===== src/sv/ils_pkg.sv =====
`timescale 1ns / 1ps
`default_nettype none

package ils_pkg;

	// store geometry
	localparam int CAPACITY   = 256;
	localparam int ITEM_WIDTH = 32;
	localparam int IDX_W      = (CAPACITY > 1) ? $clog2(CAPACITY) : 1;
	localparam int CNT_W      = $clog2(CAPACITY + 1);

	// read reduction tree: groups of cells or-ed in the first stage
	localparam int GRP  = 16;
	localparam int NGRP = (CAPACITY + GRP - 1) / GRP;

	typedef logic [ITEM_WIDTH-1:0] item_t;
	typedef logic [IDX_W-1:0]      idx_t;
	typedef logic [CNT_W-1:0]      cnt_t;

	typedef enum logic [1:0] {
		REQ_APPEND = 2'd0,
		REQ_REMOVE = 2'd1,
		REQ_GET    = 2'd2,
		REQ_SET    = 2'd3
	} req_type_t;

	typedef enum logic [1:0] {
		ST_OK    = 2'd0,
		ST_RANGE = 2'd1,
		ST_FULL  = 2'd2
	} status_t;

	typedef struct packed {
		req_type_t   req_type;
		logic [7:0]  index;
		logic [31:0] item_data;
	} req_t;

	typedef struct packed {
		logic [31:0] read_data;
		logic [7:0]  new_index;
		logic [8:0]  entry_count;
		status_t     status;
	} rsp_t;

	// command broadcast to every cell of the row
	typedef enum logic [1:0] {
		CELL_NOP   = 2'd0,
		CELL_WRITE = 2'd1,
		CELL_SHIFT = 2'd2,
		CELL_READ  = 2'd3
	} cell_op_t;

	typedef struct packed {
		cell_op_t op;
		idx_t     pos;
		cnt_t     last;
		item_t    data;
	} cell_cmd_t;

	typedef enum logic [1:0] {
		S_IDLE = 2'd0,
		S_EXEC = 2'd1,
		S_RD   = 2'd2,
		S_DONE = 2'd3
	} state_t;

endpackage

`default_nettype wire


===== src/sv/ils_cell.sv =====
`timescale 1ns / 1ps
`default_nettype none

module ils_cell import ils_pkg::*; (
	input  wire logic      clk,
	input  wire cell_cmd_t cmd,
	input  wire idx_t      pos,
	input  wire item_t     nbr,
	output item_t          data,
	output item_t          rd
);

	item_t data_q;
	logic  hit;
	logic  in_shift;

	// position match and shift window [cmd.pos, cmd.last)
	always_comb begin
		hit      = (cmd.pos == pos);
		in_shift = (pos >= cmd.pos) && (cnt_t'(pos) < cmd.last);
	end

	// entry register: write own slot, or take the upper neighbor on remove
	always_ff @(posedge clk) begin
		case (cmd.op)
			CELL_WRITE: begin
				if (hit) begin
					data_q <= cmd.data;
				end
			end
			CELL_SHIFT: begin
				if (in_shift) begin
					data_q <= nbr;
				end
			end
			default: begin
				data_q <= data_q;
			end
		endcase
	end

	// masked read onto the reduction tree
	assign rd   = ((cmd.op == CELL_READ) && hit) ? data_q : '0;
	assign data = data_q;

endmodule

`default_nettype wire


===== config.mk =====
export PLATFORM = sky130hd
export DESIGN_NAME = ils_cell
export DESIGN_NICKNAME = d
export VERILOG_FILES = /design/src/sv/ils_pkg.sv /design/src/sv/ils_cell.sv
export SDC_FILE = /design/constraint.sdc
export NUM_CORES = 1
export LEC_CHECK = 0
export ABC_AREA = 0
export BUFFER_PORTS_ARGS = -buffer_cell sky130_fd_sc_hd__buf_2
export CAP_MARGIN = 10
export CORE_AREA = 2 2 73 75
export DETAILED_ROUTE_END_ITERATION = 7
export DIE_AREA = 0 0 75 77
export MAX_ROUTING_LAYER = met4
export PLACE_DENSITY = 0.83
export REMOVE_ABC_BUFFERS = 1
export SYNTH_ARGS = -nofsm -noshare
export SYNTH_HDL_FRONTEND = slang
export SYNTH_SLANG_ARGS = --single-unit

===== constraint.sdc =====
create_clock -name clk -period 6.95 [get_ports clk]
set_input_delay 2.085 -clock clk [delete_from_list [all_inputs] [get_ports clk]]
set_output_delay 2.085 -clock clk [all_outputs]
set_load 0.01 [all_outputs]

==> metrics list, run 1 <==
- Status: finished clean
- Max-slew violation count: 0
* Top cell types by occurrence after synthesis: sky130_fd_sc_hd__and2_1, sky130_fd_sc_hd__edfxtp_1, sky130_fd_sc_hd__mux2_2, sky130_fd_sc_hd__inv_1, sky130_fd_sc_hd__ha_1
- The setup path with the least slack is of type in2out.
- Aggregate routed wire length: between 5000 and 6000 um
- Diodes inserted: 0
* Sequential fraction of the synthesis area: 0.4677
- Flip-flop count of the largest register after layout: 32
- In the final routed layout, each cell accounts on average for between 10 and 15 um.
* Met3 Use GR: 0.02891
- Clock-pin slew was measured on the worst setup and hold paths at 0.07 ns.
- In the global route stage, overall resource usage came out at 0.1910.
- Final cycle utilization of the critical path: 0.8520
- For the pin with the worst max-slew slack, the measured transition is 0.9237 ns.
* DRC Markers: 0
* Number of design-rule violations left by the first detailed-router iteration: between 50 and 60
- Setup violations remaining at the end of the flow were counted as 0.
- IR analysis of the VDD net gives a maximum drop of 0.1130 mV.
- Maximum clock frequency: between 150 and 200 MHz
- Summed over all cells, the static leakage comes to between 1.5 and 2 nW.
- Measured against its own limit, the worst slew margin works out to 0.3822.
- Detailed-placement wirelength estimate: 4199 um
- GPL Wtd Cong: approximately 0.81
- Maximum cell stage delay along the critical path: slightly below 0.8 ns
- STA classifies the critical path startpoint as an input pin.
- Hold Crit Class: in2reg
- Max-capacitance violation count: 0
* Cell types with the largest area share after synthesis: sky130_fd_sc_hd__edfxtp_1, sky130_fd_sc_hd__mux2_2, sky130_fd_sc_hd__ha_1
* Vias post-DR: between 1500 and 2000
- The kind of cell with the highest combined delay along the critical path is simple AND/OR/NAND/NOR gates.
- Share of cells above drive strength 1: 0.6180
- The count of nets left with antenna violations once routing finished came out at 0.
- Worst path arrival time: 3.84 ns
- In this run the number of H-tree levels came out at 2.
- The longest clock path from root to sink contains 2 buffers.
- Post-synthesis register bit count: 32
* Vias in the first global route: 1802
- Yosys printed 0 warnings.
- Global routing finished with a remaining overflow of 0.
- The share of total power dissipated in the clock network is 0.312.
- Largest area contributor in the synthesized netlist: sky130_fd_sc_hd__edfxtp_1
* Area inside the core boundary: around 0.005 mm2
- Portion of total power attributed to sequential cells: 0.469
- For this configuration, the core starts out at a cell density of 0.4128.
* CP bufs+invs: 3
- By instance count, the cell type seen most on the critical path is sky130_fd_sc_hd__buf_2.
* Top-area cell type share of the netlist area: 0.4677
- Reported net switching power: around 140 uW
- Internal power comes to between 400 and 500 uW.
- Hold-fix buffers, CTS: 0
- Share of the core filled with cells: 0.6013
- The floorplan has 26 rows.
* Number of enable flip-flop cells after synthesis: 32
* Antenna violations before repair: 0
* Startpoint of the worst hold path: nbr[13]
* Sequential cell area: approximately 960 um2
- Critical path data required time: 4.87 ns
* Prevailing post-synth register cell: sky130_fd_sc_hd__edfxtp_1
* Ordered list of cells on the worst path: buf_2 > inv_1 > ha_1 > nand4_2 > nor3_4 > and2_1 > buf_2
* Cells after synthesis: between 150 and 200
* Met2 routing resource usage after global routing: 0.3632
- After the last flow step, the layout net total stands at roughly 430.
* Total power consumption of the routed design: approximately 550 uW
* TritonCTS buffer count: 5
- Total of buffers placed on input and output ports: about 160
- Shortest clock period the worst path allows after layout: 5.922 ns
- Area Overhead vs Synth: 45.68%
- Of the total power, the share spent switching nets is 0.2500.
* Power density cells: between 150 and 200 mW/mm2
* Gate power share: 0.219
- Drt via density: approximately 4.6
- Post-cts gate resize count: 0
- After synthesis the cells add up to 0.002054 mm2.
* Type of element capturing the critical path: output pin
* Number of ports placed on the die boundary: ~160
- Clock tree sinks: 32
- Wire length of the first global-routing pass: a little over 8000 um
* Die Wd: between 70 and 80 um
- For met1 alone, demand over resource in global routing was 0.1934.
- Cell count along the critical path: 7
- Overall die area: between 0.005 and 0.006 mm2
* Area taken by multi-input logic gates: approximately 980 um2
- Post-CTS timing repair inserted 0 buffers for setup.
* Distinct cell type count of the synthesized netlist: 23
- Length of the first detailed-routing pass in iterations: 4
- In this run the vertical extent of the chip is approximately 77 um.
- Entering global routing, the biggest net connects 35 pins.
- Unrepaired setup endpoints after global routing: no
* Async set-or-reset flop fraction in the synthesized netlist: 0
- Slowest CP cell: sky130_fd_sc_hd__nor3_4
* Clock root buffer master: sky130_fd_sc_hd__clkbuf_8
* Final-layout fill cell count: between 400 and 500
- Max Fanout on Critical Path: 32
* Hold Path End: data[13]
- Fin. Hold Viols: 0
- Setup TNS Final: 0 ns
* Clock tree from TritonCTS: yes
* Post-Syn Area per Cell: about 12 um2
- Most heavily used metal layer in global routing: met2
- Counting instances, the worst hold path has a depth of 2.
-- kinds of logic after synthesis --
family / after synthesis / share of synthesized area
simple gates: 40 / 0.1303
mux: 32 / 0.1754
flops: 32 / 0.4677
buf+inv: 27 / 0.06273
fa+ha+maj: 18 / 0.1096
compound gates: 16 / 0.05420
-- how the worst max path moves through the flow --
| stage | start | end |
|---|---|---|
| floorplan | cmd[48] | rd[0] |
| CTS | pos[7] | rd[13] |
| global route | cmd[48] | rd[23] |
| finish | cmd[48] | rd[13] |
| detailed placement | pos[7] | rd[22] |
| global placement | cmd[48] | rd[25] |
-- layer usage --
metal | routed length [um] | vias up
met5 | 0 | -
met4 | 46 | 0
met3 | 293 | 4
met2 | 2934 | 81
met1 | 1942 | 810
li1 | - | 897
-- layout by cell type, fill, tap and decap left out, types with 2 or more instances in the layout --
| cell type | count |
|---|---|
| sky130_fd_sc_hd__a21oi_1 | 4 |
| sky130_fd_sc_hd__and2_1 | 32 |
| sky130_fd_sc_hd__buf_2 | 155 |
| sky130_fd_sc_hd__clkbuf_8 | 5 |
| sky130_fd_sc_hd__edfxtp_1 | 32 |
| sky130_fd_sc_hd__ha_1 | 17 |
| sky130_fd_sc_hd__inv_1 | 20 |
| sky130_fd_sc_hd__mux2_2 | 32 |
| sky130_fd_sc_hd__nand2b_1 | 2 |
| sky130_fd_sc_hd__o21ai_0 | 5 |
-- area by class of cell --
cell class	count	share of cell area
flip-flops and latches	32	0.3211
well taps	70	0.02926
clock buffers	6	0.02425
repair buffers	156	0.2617
inverters	20	0.02508
clock inverters	2	0.01171
multi-input cells	106	0.3269
-- power groups by stage --
stage	Sequential [mW]	Combinational (mW)	Clock, mW
finish	0.259	0.121	0.172
global route	0.262	0.134	0.187
CTS	0.259	0.123	0.178
detailed placement	0.263	0.122	0
global placement	0.261	0.118	0
floorplan	0.276	0.0425	0
-- per-stage QoR --
step | hold slack [ns] | instances | cell area (um2) | setup slack (ns)
CTS | 2.094 | 392 | 2993 | 0.9684
global placement | 2.387 | 384 | 2885 | 1.064
finish | 2.107 | 392 | 2993 | 1.028
floorplan | 2.305 | 158 | 2001 | 1.580
global route | 2.093 | 392 | 2993 | 0.7897
detailed placement | 2.389 | 384 | 2885 | 0.9507
Power figures use the tool's default switching activity.
==> run 2, diff against run 1 <==
==> constraint.sdc (replaced) <==
create_clock -name clk -period 6.95 [get_ports clk]
set_input_delay 0.695 -clock clk [delete_from_list [all_inputs] [get_ports clk]]
set_output_delay 0.695 -clock clk [all_outputs]
set_load 0.01 [all_outputs]
==> run 2 against run 1 <==
Global-route usage increased by 0.44 points. Sequential cell count did not move. Cell area decreased by 1.0%. Critical path type unchanged. Highest routed layer unchanged.
==> metrics list, run 2 (synthesized netlist as in run 1, its figures left out) <==
* Status: finished clean
- The fraction of layout instances using a drive strength above 1 came to 0.6168 (-0.001190).
- Flip-flop count of the largest register after layout: 32 (unchanged)
* Overall die area: 0.005775 mm2 (unchanged)
* Maximum clock frequency: 317.0 MHz (+88%)
- Worst slack on hold paths: 0.7108 ns (-1.396 ns)
- The placed wire-length estimate was 4113 um (-2.0%).
* Starting density of the core: 0.4128 (unchanged)
- The maximum level of the CTS H-tree is 2 (unchanged).
* Final-layout fill cell count: 406 (-4.9%)
- Routed signal wires occupy layers up through met4.
* Internal power summed over all cells: 375.4 uW (-9.2%)
* Shortest clock period the worst path allows after layout: 3.155 ns (-2.767 ns)
- The global-route usage over all layers came to 0.1954 (+0.004443).
- Max-slew violation count: 0 (unchanged)
- The critical path data required time came to 6.25 ns (+1.38 ns).
- Die Wd: 75 um (unchanged)
- Gate power share: 0.235 (+0.016)
* Static Leak: 1.531 nW (-0.91%)
- Max-capacitance violation count: 0 (unchanged)
* Maximum cell stage delay along the critical path: 0.80 ns (+0.02 ns)
- Number of design-rule violations left by the first detailed-router iteration: 54 (-1.8%)
- In this run the most critical hold path is launched from cmd[20].
- The worst setup path is launched from an input pin.
* Worst path arrival time: 2.46 ns (-1.38 ns)
* Share of the core filled with cells: 0.5953 (-0.006033)
* Startpoint of the most critical setup path: pos[7]
* Vias post-DR: 1820 (+1.6%)
- Post-cts gate resize count: 0 (unchanged)
- The number of port buffers was 155 (unchanged).
- The number of DRC violations after detailed routing was 0 (unchanged).
* Category of cells accounting for the largest share of critical-path delay: simple AND/OR/NAND/NOR gates
- Crit Path Class: in2out
- The via count of the first global-routing pass is 1951 (+8.3%).
- The initial antenna violation count is 0 (unchanged).
- Ordered list of cells on the worst path: buf_2 > ha_1 > nand4_2 > nor3_4 > and2_1 > buf_2
- Least setup slack across all paths after layout: 3.795 ns (+2.767 ns)
- Commonest non-fill, non-tap cell in the layout: sky130_fd_sc_hd__buf_2
- The count of non-filler cells in the finished layout was 391 (-0.26%).
- The length of the first detailed-routing pass in iterations was 4 (unchanged).
* Peak supply drop: 0.1290 mV (+14%)
- The number of sinks on the clock net is 32 (unchanged).
- Area inside the core boundary: 0.004977 mm2 (unchanged)
* Most Frequent Cell on Critical Path: sky130_fd_sc_hd__buf_2
- Sum of met2 wire segment lengths after detailed routing: 2692 um (-8.2%)
- Clock tree from TritonCTS: yes
- Clock-pin slew on the worst setup and hold paths: 0.07 ns (about the same)
* Highest-count cells in the layout ignoring fill and taps: sky130_fd_sc_hd__buf_2, sky130_fd_sc_hd__mux2_2, sky130_fd_sc_hd__and2_1, sky130_fd_sc_hd__edfxtp_1, sky130_fd_sc_hd__inv_1
* Fin. Hold Viols: 0 (unchanged)
- Diodes inserted: 0 (unchanged)
* Num rows: 26 (unchanged)
* Power density cells: 172.4 mW/mm2 (-6.4%)
- Sequential cell area: 960.9 um2 (unchanged)
* Clock power share: 0.258 (-0.054)
- Met1 wire length: 1987 um (+2.3%)
* Setup Viol. Count Final: 0 (unchanged)
* Area Overhead vs Synth: 44.21%
- The per-cell via count in the routed design is 4.655 (+1.8%).
* Final antenna-violating net count: 0 (unchanged)
- Area taken by multi-input logic gates: 978.4 um2 (unchanged)
* Max Fanout on Critical Path: 32 (unchanged)
* Reported net switching power: 135.4 uW (-1.8%)
* Final cycle utilization of the critical path: 0.4539 (-0.3981)
* Amount of wire on met3 after detailed routing: 360 um (+23%)
- Hold-fix buffers, CTS: 0 (unchanged)
* Type of element capturing the critical path: output pin
- The actual slew at the worst max-slew pin came to 0.9353 ns (+0.01154 ns).
- The weighted congestion reported at the end of routability-driven placement came to 0.8133 (+0.25%).
- The post-place setup slack is 3.783 ns (+2.833 ns).
- Buffers from clock root to sink, at most: 2 (unchanged)
* Portion of total power attributed to sequential cells: 0.507 (+0.038)
* Y dimension of the die: 77 um (unchanged)
- Switching share of power: 0.2651 (+0.01507)
- Worst rel slew slack: 0.3745 (-0.007721)
- Slowest CP cell: sky130_fd_sc_hd__nor3_4
* CP bufs+invs: 2 (-1)
* Final global-route overflow total: 0 (unchanged)
- The min-delay analysis places its worst path in the category in2reg.
- The number of nets in the layout is 431 (unchanged).
* Clock root buffer master: sky130_fd_sc_hd__clkbuf_8
* Largest net degree at the start of global routing: 35 (unchanged)
- Unrepaired setup endpoints after global routing: no
- The post-placement cell count was 384 (unchanged).
- Buffers inserted by post-CTS timing repair: 0 (unchanged)
- The detailed-route wire length came to 5132 um (-1.6%).
* Setup TNS Final: 0 ns (unchanged)
- The global-route wire length before repair came to 8424 um (+4.2%).
- The I/O pin total was 156 (unchanged).
- The routed length per instance was 13.13 um (-1.4%).
* TritonCTS buffer count: 5 (unchanged)
[run 2: cell types whose count changed in the layout (fill, tap and decap cells not counted)]
| cell | change |
|---|---|
| sky130_fd_sc_hd__bufinv_16 | -1 |
[run 2: routing by layer]
layer	track usage	vias up
li1	-	895
met1	0.1928	827
met2	0.3570	88
met3	0.04599	10
met4	0.07500	0
met5	-	-
[run 2: path summary, 6_finish.rpt]
check        to  slack, ns  cells past startpoint
min    data[20]       0.71                      2
max      rd[13]       3.80                      6
[run 2: cell type report]
| type | count | share of cell area |
|---|---|---|
| inverter | 20 | 0.02534 |
| clock buffer | 6 | 0.02449 |
| clock inverter | 1 | 0.001689 |
| sequential | 32 | 0.3243 |
| timing repair buffer | 156 | 0.2644 |
| multi-input combinational | 106 | 0.3302 |
| tap | 70 | 0.02956 |
[run 2: power by group through the flow]
stage               sequential [mW]  clock, mW  combinational [mW]
floorplan                     0.276          0              0.0425
global route                  0.263      0.149               0.134
finish                        0.259      0.132               0.120
detailed placement            0.263          0               0.122
global placement              0.262          0               0.118
CTS                           0.260      0.135               0.122
[run 2: stage by stage]
| step | instance area (um2) | power (mW) |
|---|---|---|
| 2_1_floorplan | 2001 | 0.3188 |
| 3_3_place_gp | 2885 | 0.3796 |
| 3_5_place_dp | 2885 | 0.3846 |
| 4_1_cts | 2963 | 0.5171 |
| 5_1_grt | 2963 | 0.5448 |
| 6_report | 2963 | 0.5108 |
